<file path="config.mk">
export PLATFORM = sky130hd
export DESIGN_NAME = hall_sensor_monitor
export DESIGN_NICKNAME = d
export VERILOG_FILES = /design/src/rtl/core/hsm_pkg.sv /design/src/rtl/core/hsm_window.sv /design/src/rtl/core/hall_sensor_monitor.sv
export SDC_FILE = /design/constraint.sdc
export NUM_CORES = 2
export LEC_CHECK = 0
export BUFFER_PORTS_ARGS = -buffer_cell sky130_fd_sc_hd__buf_4
export CAP_MARGIN = 20
export CORE_UTILIZATION = 63
export DETAILED_ROUTE_END_ITERATION = 12
export PLACE_DENSITY_LB_ADDON = 0.25
export SYNTH_ARGS = -nofsm -noshare
export SYNTH_HDL_FRONTEND = slang
export SYNTH_SLANG_ARGS = --single-unit
</file>
<file path="constraint.sdc">
create_clock -name clk_i -period 13.3 [get_ports clk_i]
set_input_delay 0 -clock clk_i [delete_from_list [all_inputs] [get_ports clk_i]]
set_output_delay 0 -clock clk_i [all_outputs]
set_load 0.02 [all_outputs]
</file>
<file path="src/rtl/core/hsm_pkg.sv">
// hsm_pkg: shared types and constants for the hall sensor monitor
// no dependencies; imported by hsm_window and hall_sensor_monitor
`default_nettype none

package hsm_pkg;

  // field widths fixed by the transaction format
  localparam int unsigned SampleW = 12;
  localparam int unsigned MvW     = 13;
  localparam int unsigned TimeW   = 32;
  localparam int unsigned HoldW   = 16;
  localparam int unsigned CfgIdxW = 1;
  localparam int unsigned CfgW    = 16;

  // full-scale millivolts, largest value written to a window entry
  localparam int unsigned MvMax = 5000;

  // sample * 5000 / 4095 as a multiply by ceil(5000 * 2^24 / 4095) and a shift by 24,
  // exact over the whole 12-bit range since 4095^2 < 2^24
  localparam int unsigned    MvFrac   = 24;
  localparam int unsigned    MvRecipW = 25;
  localparam longint unsigned MvRecipL = ((64'd5000 << MvFrac) + 64'd4094) / 64'd4095;
  localparam logic [MvRecipW-1:0] MvRecip = MvRecipW'(MvRecipL);
  localparam int unsigned    MvProdW  = SampleW + MvRecipW;

  // configuration register indexes
  localparam logic [CfgIdxW-1:0] CfgAvgEnable = 1'b0;
  localparam logic [CfgIdxW-1:0] CfgHoldMs    = 1'b1;

  localparam logic [HoldW-1:0] HoldMsReset = 16'd5000;

  // operating modes
  typedef enum logic [1:0] {
    ModeWait   = 2'd0,
    ModeListen = 2'd1,
    ModePause  = 2'd2,
    ModeWarn   = 2'd3
  } mode_e;

  // window update request from the control stage
  typedef struct packed {
    logic           push;
    logic [MvW-1:0] mv;
  } win_req_t;

endpackage : hsm_pkg

`default_nettype wire

</file>
<file path="src/rtl/core/hsm_window.sv">
// hsm_window: running-sum moving average over the last WINDOW_LEN millivolt values
// depends on hsm_pkg (win_req_t, MvW, MvMax)
`default_nettype none

module hsm_window #(
  parameter int unsigned WINDOW_LEN = 150
) (
  input  wire                  clk_i,
  input  wire                  rst_ni,
  input  wire                  upd_i,    // commit the request this cycle
  input  hsm_pkg::win_req_t    req_i,
  output logic [hsm_pkg::MvW-1:0] avg_o
);
  import hsm_pkg::*;

  localparam int unsigned IdxW   = (WINDOW_LEN > 1) ? $clog2(WINDOW_LEN) : 1;
  localparam int unsigned SumW   = $clog2(WINDOW_LEN * MvMax + 1);
  // sum / WINDOW_LEN as multiply by ceil(2^ShiftK / WINDOW_LEN), exact for sums below 2^SumW
  localparam int unsigned ShiftK = SumW + $clog2(WINDOW_LEN);
  localparam int unsigned RecipW = SumW + 2;
  localparam int unsigned ProdW  = SumW + RecipW;
  localparam longint unsigned RecipL = ((64'd1 << ShiftK) + WINDOW_LEN - 1) / WINDOW_LEN;
  localparam logic [RecipW-1:0] Recip   = RecipW'(RecipL);
  localparam logic [IdxW-1:0]   LastIdx = IdxW'(WINDOW_LEN - 1);

  logic [MvW-1:0]        mem_q [WINDOW_LEN];
  logic                  wrap_q;
  logic [IdxW-1:0]       idx_q, idx_nxt;
  logic [SumW-1:0]       sum_q, sum_new;
  logic [MvW-1:0]        rd_q, old_val;
  logic [ProdW-1:0]      avg_prod;

  // entry leaving the window; the window fills in order, so nothing leaves before the first wrap
  assign old_val = wrap_q ? rd_q : '0;

  // running sum update and division by the window length
  assign sum_new  = sum_q + SumW'(req_i.mv) - SumW'(old_val);
  assign avg_prod = ProdW'(sum_new) * ProdW'(Recip);
  assign avg_o    = req_i.push ? avg_prod[ShiftK +: MvW] : '0;

  assign idx_nxt = (idx_q == LastIdx) ? '0 : idx_q + IdxW'(1);

  // index, sum and wrap flag
  always_ff @(posedge clk_i or negedge rst_ni) begin
    if (!rst_ni) begin
      idx_q  <= '0;
      sum_q  <= '0;
      wrap_q <= 1'b0;
    end else if (upd_i && req_i.push) begin
      idx_q <= idx_nxt;
      sum_q <= sum_new;
      if (idx_q == LastIdx) wrap_q <= 1'b1;
    end
  end

  // window memory: write the new entry, prefetch the next one to leave
  always_ff @(posedge clk_i) begin
    if (upd_i && req_i.push) begin
      mem_q[idx_q] <= req_i.mv;
      rd_q         <= (idx_nxt == idx_q) ? req_i.mv : mem_q[idx_nxt];
    end
  end

endmodule : hsm_window

`default_nettype wire

</file>
<file path="src/rtl/core/hall_sensor_monitor.sv">
// hall_sensor_monitor: mode control, millivolt scaling, hold timer and moving average for a hall sensor
// depends on hsm_pkg and hsm_window
//
//   channel   dir  handshake              payload
//   s_axis    in   tvalid/tready          tdata: adc_sample, hall_level, button_pressed, now_ms
//   m_axis    out  tvalid/tready          tdata: mode_after, millivolts, average_mv, hall_out
//                                         tuser: sample_valid
//   cfg       in   cfg_we_i               cfg_idx_i, cfg_data_i
//
// one transaction per cycle while m_axis_tready is high; each result passes the input
// register, the scaling and mode stage and the averaging stage into the output register
// each stage moves on when the next one is empty or emptying, so bubbles close up
// reset leaves the mode in wait, clears the hold timer and empties the window through a
// wrap flag, since entries fill in order, so the block takes transactions right after reset
`default_nettype none

module hall_sensor_monitor #(
  parameter int unsigned WINDOW_LEN = 150
) (
  input  wire                          clk_i,
  input  wire                          rst_ni,
  // input stream
  input  wire                          s_axis_tvalid,
  output logic                         s_axis_tready,
  input  wire  [47:0]                  s_axis_tdata,  // adc_sample[11:0], hall_level[12],
                                                      // button_pressed[13], now_ms[45:14]
  // result stream
  output logic                         m_axis_tvalid,
  input  wire                          m_axis_tready,
  output logic [31:0]                  m_axis_tdata,  // mode_after[1:0], millivolts[14:2],
                                                      // average_mv[27:15], hall_out[28]
  output logic                         m_axis_tuser,  // sample_valid[0]
  // configuration writes
  input  wire                          cfg_we_i,
  input  wire  [hsm_pkg::CfgIdxW-1:0]  cfg_idx_i,
  input  wire  [hsm_pkg::CfgW-1:0]     cfg_data_i
);
  import hsm_pkg::*;

  // configuration registers
  logic             avg_en_q;
  logic [HoldW-1:0] hold_ms_q;

  always_ff @(posedge clk_i or negedge rst_ni) begin
    if (!rst_ni) begin
      avg_en_q  <= 1'b0;
      hold_ms_q <= HoldMsReset;
    end else if (cfg_we_i) begin
      case (cfg_idx_i)
        CfgAvgEnable: avg_en_q  <= cfg_data_i[0];
        CfgHoldMs:    hold_ms_q <= cfg_data_i[HoldW-1:0];
        default: ;
      endcase
    end
  end

  // stage handshake
  logic v0_q, v1_q, vo_q;
  logic out_adv, adv0, adv1, accept;

  assign out_adv       = !vo_q || m_axis_tready;
  assign adv1          = v1_q && out_adv;
  assign s_axis_tready = !v0_q || !v1_q || out_adv;
  assign adv0          = v0_q && (!v1_q || out_adv);
  assign accept        = s_axis_tvalid && s_axis_tready;

  always_ff @(posedge clk_i or negedge rst_ni) begin
    if (!rst_ni) begin
      v0_q <= 1'b0;
      v1_q <= 1'b0;
      vo_q <= 1'b0;
    end else begin
      if (accept)    v0_q <= 1'b1;
      else if (adv0) v0_q <= 1'b0;
      if (adv0)      v1_q <= 1'b1;
      else if (adv1) v1_q <= 1'b0;
      if (adv1)      vo_q <= 1'b1;
      else if (m_axis_tready) vo_q <= 1'b0;
    end
  end

  // input register
  logic [SampleW-1:0] s0_sample_q;
  logic               s0_hall_q, s0_button_q;
  logic [TimeW-1:0]   s0_now_q;

  always_ff @(posedge clk_i) begin
    if (accept) begin
      s0_sample_q <= s_axis_tdata[11:0];
      s0_hall_q   <= s_axis_tdata[12];
      s0_button_q <= s_axis_tdata[13];
      s0_now_q    <= s_axis_tdata[45:14];
    end
  end

  // millivolt scaling
  logic [MvProdW-1:0] mv_prod;
  logic [MvW-1:0]     mv;

  assign mv_prod = MvProdW'(s0_sample_q) * MvProdW'(MvRecip);
  assign mv      = mv_prod[MvFrac +: MvW];

  // mode machine and hold timer
  mode_e            mode_q, mode_d;
  logic             hold_act_q, hold_act_d;
  logic [TimeW-1:0] hold_start_q, hold_start_d;
  logic [TimeW-1:0] elapsed;
  logic             listen;

  assign elapsed = s0_now_q - hold_start_q;
  assign listen  = (mode_q == ModeListen);

  always_comb begin
    mode_d       = mode_q;
    hold_act_d   = hold_act_q;
    hold_start_d = hold_start_q;
    case (mode_q)
      ModeWait: begin
        if (s0_button_q) mode_d = ModeListen;
      end
      ModeListen: begin
        if (s0_hall_q) begin
          if (!hold_act_q) begin
            hold_act_d   = 1'b1;
            hold_start_d = s0_now_q;
          end else if (elapsed >= TimeW'(hold_ms_q)) begin
            mode_d     = ModeWarn;
            hold_act_d = 1'b0;
          end
        end else begin
          hold_act_d = 1'b0;
        end
        // button wins over the hold timeout
        if (s0_button_q) mode_d = ModePause;
      end
      ModePause: begin
        hold_act_d = 1'b0;
        if (s0_button_q) mode_d = ModeListen;
      end
      default: begin
        if (s0_button_q) mode_d = ModeWait;
      end
    endcase
  end

  always_ff @(posedge clk_i or negedge rst_ni) begin
    if (!rst_ni) begin
      mode_q       <= ModeWait;
      hold_act_q   <= 1'b0;
      hold_start_q <= '0;
    end else if (adv0) begin
      mode_q       <= mode_d;
      hold_act_q   <= hold_act_d;
      hold_start_q <= hold_start_d;
    end
  end

  // mode stage register
  mode_e          s1_mode_q;
  logic           s1_valid_q, s1_hall_q, s1_push_q;
  logic [MvW-1:0] s1_mv_q;

  always_ff @(posedge clk_i) begin
    if (adv0) begin
      s1_mode_q  <= mode_d;
      s1_valid_q <= listen;
      s1_hall_q  <= listen && s0_hall_q;
      s1_push_q  <= listen && avg_en_q;
      s1_mv_q    <= listen ? mv : '0;
    end
  end

  // moving average
  win_req_t       win_req;
  logic [MvW-1:0] avg;

  assign win_req.push = s1_push_q;
  assign win_req.mv   = s1_mv_q;

  hsm_window #(
    .WINDOW_LEN (WINDOW_LEN)
  ) u_window (
    .clk_i  (clk_i),
    .rst_ni (rst_ni),
    .upd_i  (adv1),
    .req_i  (win_req),
    .avg_o  (avg)
  );

  // output register
  logic [1:0]     out_mode_q;
  logic           out_valid_q, out_hall_q;
  logic [MvW-1:0] out_mv_q, out_avg_q;

  always_ff @(posedge clk_i) begin
    if (adv1) begin
      out_mode_q  <= s1_mode_q;
      out_valid_q <= s1_valid_q;
      out_hall_q  <= s1_hall_q;
      out_mv_q    <= s1_mv_q;
      out_avg_q   <= avg;
    end
  end

  assign m_axis_tvalid = vo_q;
  assign m_axis_tdata  = {3'b000, out_hall_q, out_avg_q, out_mv_q, out_mode_q};
  assign m_axis_tuser  = out_valid_q;

endmodule : hall_sensor_monitor

`default_nettype wire
</file>
# Yosys cells after proc, flatten, opt, wreduce, memory -nomap -nowiden
# Memories as Yosys holds them, arrays and structs flattened. A register that Yosys moved wholly into a read port is not among the register bits.
# Index checks and enable logic that the tools add are counted.
# word_totals
regBits,178
ram_bits,1950
wordCells,83
n_memories,1
# op_classes
addsub,4
multipliers,2
magnitude_cmp,1
n_eq_ne,3
n_mux,21
n_bitwise,2
reduce_logical,24
# memory_table
memory,words,width,read_ports,rd_ports_with_merged_regs,wr,line,text
u_window.mem_q,150,13,1,1,1,hsm_window.sv:26,logic [MvW-1:0] mem_q [WINDOW_LEN];
# ops
cell,count
20-bit by 20-bit multiplier with 40-bit output (second input constant),1
12-bit by 24-bit multiplier with 36-bit output (second input constant),1
32-bit by 16-bit greater-or-equal comparator with 1-bit output,1
32-bit subtractor,1
20-bit by 13-bit adder with 20-bit output,1
20-bit by 13-bit subtractor with 20-bit output,1
13-bit two-way mux,1
2-bit two-way mux,6
1-bit two-way mux,11
8-bit by 1-bit adder with 8-bit output (second input constant),1
8-bit equality test (second input constant),1
8-bit two-way mux,1
2-bit AND reduction,4
2-bit nonzero test,4
1-bit logical AND,6
1-bit logical OR,4
2-bit one-hot mux with 2 select lines,1
4-bit AND reduction,1
1-bit zero test,3
2-bit by 1-bit equality test with 1-bit output (second input constant),1
2-bit equality test (second input constant),1
2-bit zero test,1
1-bit NOT,2
1-bit one-hot mux with 2 select lines,1
2-bit OR reduction,1

# Logic depth before layout (Yosys ltp)
# logic_depth
word_depth,7
ltp_mapped,37
mapped_depth_nobuf,36

# Modules after synthesis
# A second synthesis with hierarchy kept.
# hier_totals
cells_unflattened,6772
hier_area_um2,97245.8
# modules_own_cells
module,instances,cells_per_inst,area_per_inst_um2,seq_area_each_um2
hsm_window,1,5770,86180.2,59672.2
hall_sensor_monitor,1,1002,11065.6,4205.3

# Worst setup path after synthesis
# OpenSTA, ideal clock, no wires.
# synth_timing
kind,reg2reg
start,register s1_mv_q[1]
end,"register out_avg_q[11], data pin"
setup_time_ps,270
arrival_time_ps,10485
required_time_ps,13030
path_slack_ps,2546
path_stages_with_launch,34
n_path_buf,1
path_cell_list,edfxtp_1 -> inv_1 -> fa_1 -> inv_1 -> fa_1 -> a211o_1 -> a211oi_1 -> o21ai_0 -> a31oi_1 -> o21bai_1 -> a21oi_1 -> xor2_1 -> clkbuf_1 -> fa_1 -> fa_1 -> inv_1 -> fa_1 -> fa_1 -> inv_1 -> fa_1 -> inv_1 -> ha_1 -> ha_1 -> ha_1 -> nand4_1 -> or3_1 -> a211oi_1 -> a21oi_1 -> a31oi_1 -> o2111ai_1 -> a211oi_1 -> o21a_1 -> o21a_1 -> nor3_1
# synth_via
elab_chain_cells,3
# synth_rtl
element,line,text
from (decl),hall_sensor_monitor.sv:161,logic [MvW-1:0] s1_mv_q;
from (signal assigned),hall_sensor_monitor.sv:169,s1_mv_q <= listen ? mv : '0;
20-bit by 13-bit adder with 20-bit output,hsm_window.sv:37,assign sum_new = sum_q + SumW'(req_i.mv) - SumW'(old_val);
20-bit by 13-bit subtractor with 20-bit output,hsm_window.sv:37,
20-bit by 20-bit multiplier with 40-bit output,hsm_window.sv:38,assign avg_prod = ProdW'(sum_new) * ProdW'(Recip);
to (signal assigned),hall_sensor_monitor.sv:201,out_avg_q <= avg;
to (decl),hall_sensor_monitor.sv:193,"logic [MvW-1:0] out_mv_q, out_avg_q;"
# No other way between the ends.
# A chain may end at the register's enable or synchronous reset.

# Final worst setup path
# layout_timing
start,register s1_mv_q[5]
end,"register out_avg_q[12], data pin"
# layout_via
elab_chain_cells,3
# layout_rtl
element,line,text
20-bit by 13-bit adder with 20-bit output,hsm_window.sv:37,
20-bit by 13-bit subtractor with 20-bit output,hsm_window.sv:37,
named net u_window.sum_new[9],hsm_window.sv:29,"logic [SumW-1:0] sum_q, sum_new;"
20-bit by 20-bit multiplier with 40-bit output,hsm_window.sv:38,
# The timed path passes the listed nets, and every way through them passes these cells.

==> results.cfg <==
[cts]
cts_tree = done
cts_max_path_buffers = 3
htree_levels = 4
path_clk_slew_ns = 0.06
post_cts_buffers = 0
cts_root_buf = clkbuf_16
cts_buffers = 204
clkSinkCount = 2141
clkLatencyLatePin_ns = 0.86

[cells_and_area]
syn2layout_area_growth_pct = 12.33
multi_input_area_um2 = 27810
diodes = 0
regArea_um2 = 63880
fin_nets = 6540
fin_util_pct = 71.53
num-fill-cells = 8844
stdcell_count = 8058
drive_above_1_share_pct = 17.02

[floorplan]
initial_utilization_pct = 63.68
coreArea_um2 = 148200
io_pins = 105
die-width_um = 389.0
num_rows = 141
die_height_um = 389.0
dieArea_um2 = 151400

[sta]
finalCritPeriodShare_pct = 78.14
tightest_slew_ns = 1.241
skew_ns = 0.06475
rsz0062_at_grt = no
fin_crit_ns = 10.39
fmax_ghz = 0.09622
maxSlewViolCount = 0
hold_viol_final = 0
setup_slack_ns = 2.907
max_slew_margin_pct = 17.09
finalSetupViolations = 0
fin_tns_setup_ns = 0

[placed_design]
hpwlAfterDp_um = 132400
portBuffers = 99
gp_congestion = 0.9201
dp_cells = 7526
dp_slack_ns = 2.954

[synthesis]
synth_area_per_cell_um2 = 16.76
postSynthCellCount = 5630
synth_area_um2 = 94370
synth_flop_cell = edfxtp_1
synth_seq_area_share_pct = 67.69
synth_cell_types = 73
ys_ff_latch = 2141
ys_warn_count = 0
synth_edf_count = 2057
postSynth.asyncResetShare_pct = 3.923

[global_route]
antenna_found_initial = 2
grt_overflow_total = 0
grt_start_max_net_pins = 213
grt_use_total_pct = 30.47
grt_pass1_wl_um = 340200
grt_pass1_vias = 54328

[route]
wl_per_cell_um = 28.36
dr.pass1.iters = 6
drt-vias-per-instance = 6.685
drc = 0
drt-initial-drc-count = 6150
ant_nets = 0
routed-via-count = 53865
wl_um = 228500

[worst_setup_path]
required_ns = 13.90
critical_path.startpoint_type = register
crit_fanout = 77
cp_slowest_cell = buf_4
crit_type = reg -> reg
cpPeakStageDelay_ns = 0.66
end_kind = register
rrSetupSlack_ns = 2.91
crit_arrival_ns = 10.99

[worst_hold_path]
hold_path.class = in -> reg

[job]
maxCapViolCount = 0

[run_status]
status = completed
## path summary, 6_finish.rpt
| check | to | start | depth (start not counted) |
|---|---|---|---|
| worst max register to register | out_avg_q[12] | s1_mv_q[5] | 32 |
| worst max-delay path | out_avg_q[12] | s1_mv_q[5] | 32 |
| worst min register to register | m_axis_tuser | s1_valid_q | 0 |
| max in group asynchronous | hold_start_q[25] | rst_ni | 4 |
| min in group asynchronous | u_window.idx_q[1] | rst_ni | 4 |
| worst min-delay path | v1_q | m_axis_tready | 5 |
## synth_stat cells (28+ instances only)
cell type	instances	area share, %
nor2_1	231	0.92
buf_1	32	0.13
mux2_2	48	0.57
a21o_1	43	0.34
nand2_1	196	0.78
o221ai_1	247	2.3
a21oi_1	87	0.46
xnor2_1	69	0.64
dfrtp_1	79	2.1
edfxtp_1	2057	65
mux4_2	364	8.7
and2_1	28	0.19
fa_1	177	3.8
o21ai_0	323	1.7
clkbuf_1	220	0.88
buf_2	46	0.24
xor2_1	31	0.29
inv_1	407	1.6
nand3_1	54	0.29
o22ai_1	236	1.6
ha_1	332	4.4
## per-stage QoR
| step | hold slack [ns] | cell area, µm² |
|---|---|---|
| final | 0.05063 | 106000 |
| after global routing | 0.06128 | 106000 |
| after CTS | 0.003911 | 105900 |
| after detailed placement | 0.005276 | 97820 |
| after global placement | 0.004513 | 97760 |
| after floorplan | -0.2956 | 94380 |
## layout make-up
| type | count | share of cell area (%) |
|---|---|---|
| multi-input cells | 2768 | 26.23 |
| clock buffers | 260 | 5.043 |
| flip-flops and latches | 2141 | 60.26 |
| clock inverters | 113 | 1.151 |
| inverters | 410 | 1.452 |
| well taps | 1930 | 2.278 |
| repair buffers | 436 | 3.581 |
## state kept, by name, summed over array words and instances, names as in the netlist, 2 cells and up
register	flops
hold_ms_q	16
hold_start_q	32
mode_q	2
out_avg_q	13
out_mode_q	2
out_mv_q	13
s0_now_q	32
s0_sample_q	12
s1_mode_q	2
s1_mv_q	13
u_window.idx_q	8
u_window.mem_q	1950
u_window.rd_q	13
u_window.sum_q	20
## layout by cell type, fill, tap and decap left out, types with 10 or more instances in the layout
| cell type | count |
|---|---|
| fa_1 | 177 |
| and3_1 | 12 |
| dfrtp_1 | 78 |
| a211oi_1 | 26 |
| o21bai_1 | 13 |
| nand3_1 | 54 |
| o211a_1 | 18 |
| inv_1 | 407 |
| mux2_2 | 48 |
| a21o_1 | 42 |
| clkbuf_1 | 54 |
| a31oi_1 | 10 |
| o22ai_1 | 236 |
| ha_1 | 332 |
| a21oi_1 | 87 |
| a311o_1 | 13 |
| edfxtp_1 | 2057 |
| xor2_1 | 30 |
| o211ai_1 | 10 |
| nand4_1 | 19 |
| nor2b_1 | 21 |
| bufinv_16 | 16 |
| xnor2_1 | 68 |
| nor2_1 | 187 |
| clkbuf_16 | 205 |
| clkinv_2 | 29 |
| o21a_1 | 20 |
| buf_4 | 273 |
| o21ai_0 | 323 |
| nand2_1 | 195 |
| nor2_2 | 44 |
| and2_1 | 25 |
| nor3_1 | 25 |
| clkinv_1 | 49 |
| dlygate4sd3_1 | 147 |
| o221ai_1 | 247 |
| mux4_2 | 364 |
| a32oi_1 | 14 |
## cell families (layout without fill, tap and decap cells)
kind of cell	after synthesis	count (layout)	synth area share, %
XOR/XNOR	100	100	0.9280
AO/OA/AOI/OAI	1107	1107	7.879
adder cells (fa/ha/maj)	511	511	8.177
flip-flops	2141	2141	67.69
AND/OR/NAND/NOR	630	630	2.990
multiplexers	417	417	9.312
other	1	3	0.003974
buffers and inverters	723	1219	3.024
## worst max-delay path, delay by kind of cell, from the launching register on
family	cells	cell delay, ns
and+or+nand+nor	4	0.79
DFF	1	0.33
xor gates and xnor gates	1	0.33
buffers and inverters	7	1.46
AOI/OAI and AO/OA	10	2.77
adders and majority gates	10	4.38
## routing by layer
metal  global-route usage [%]  wire (µm)  vias up
met5                        0         13        -
met2                    50.71     114500     3074
met4                    11.73       8774        2
met3                    5.236      20510      523
met1                    40.61      84740    27405
li1                         -          -    22861
## repair_timing
item / 4_1_cts / 5_1_grt
setup endpoints to repair: 0 / 0
resized for setup: 0 / 0
hold endpoints to repair: 159 / 0
hold buffers: 148 / 0
Power is left out: the tool's default activity adds up to more than one toggle a clock period on the data nets, which glitch-free logic cannot reach.
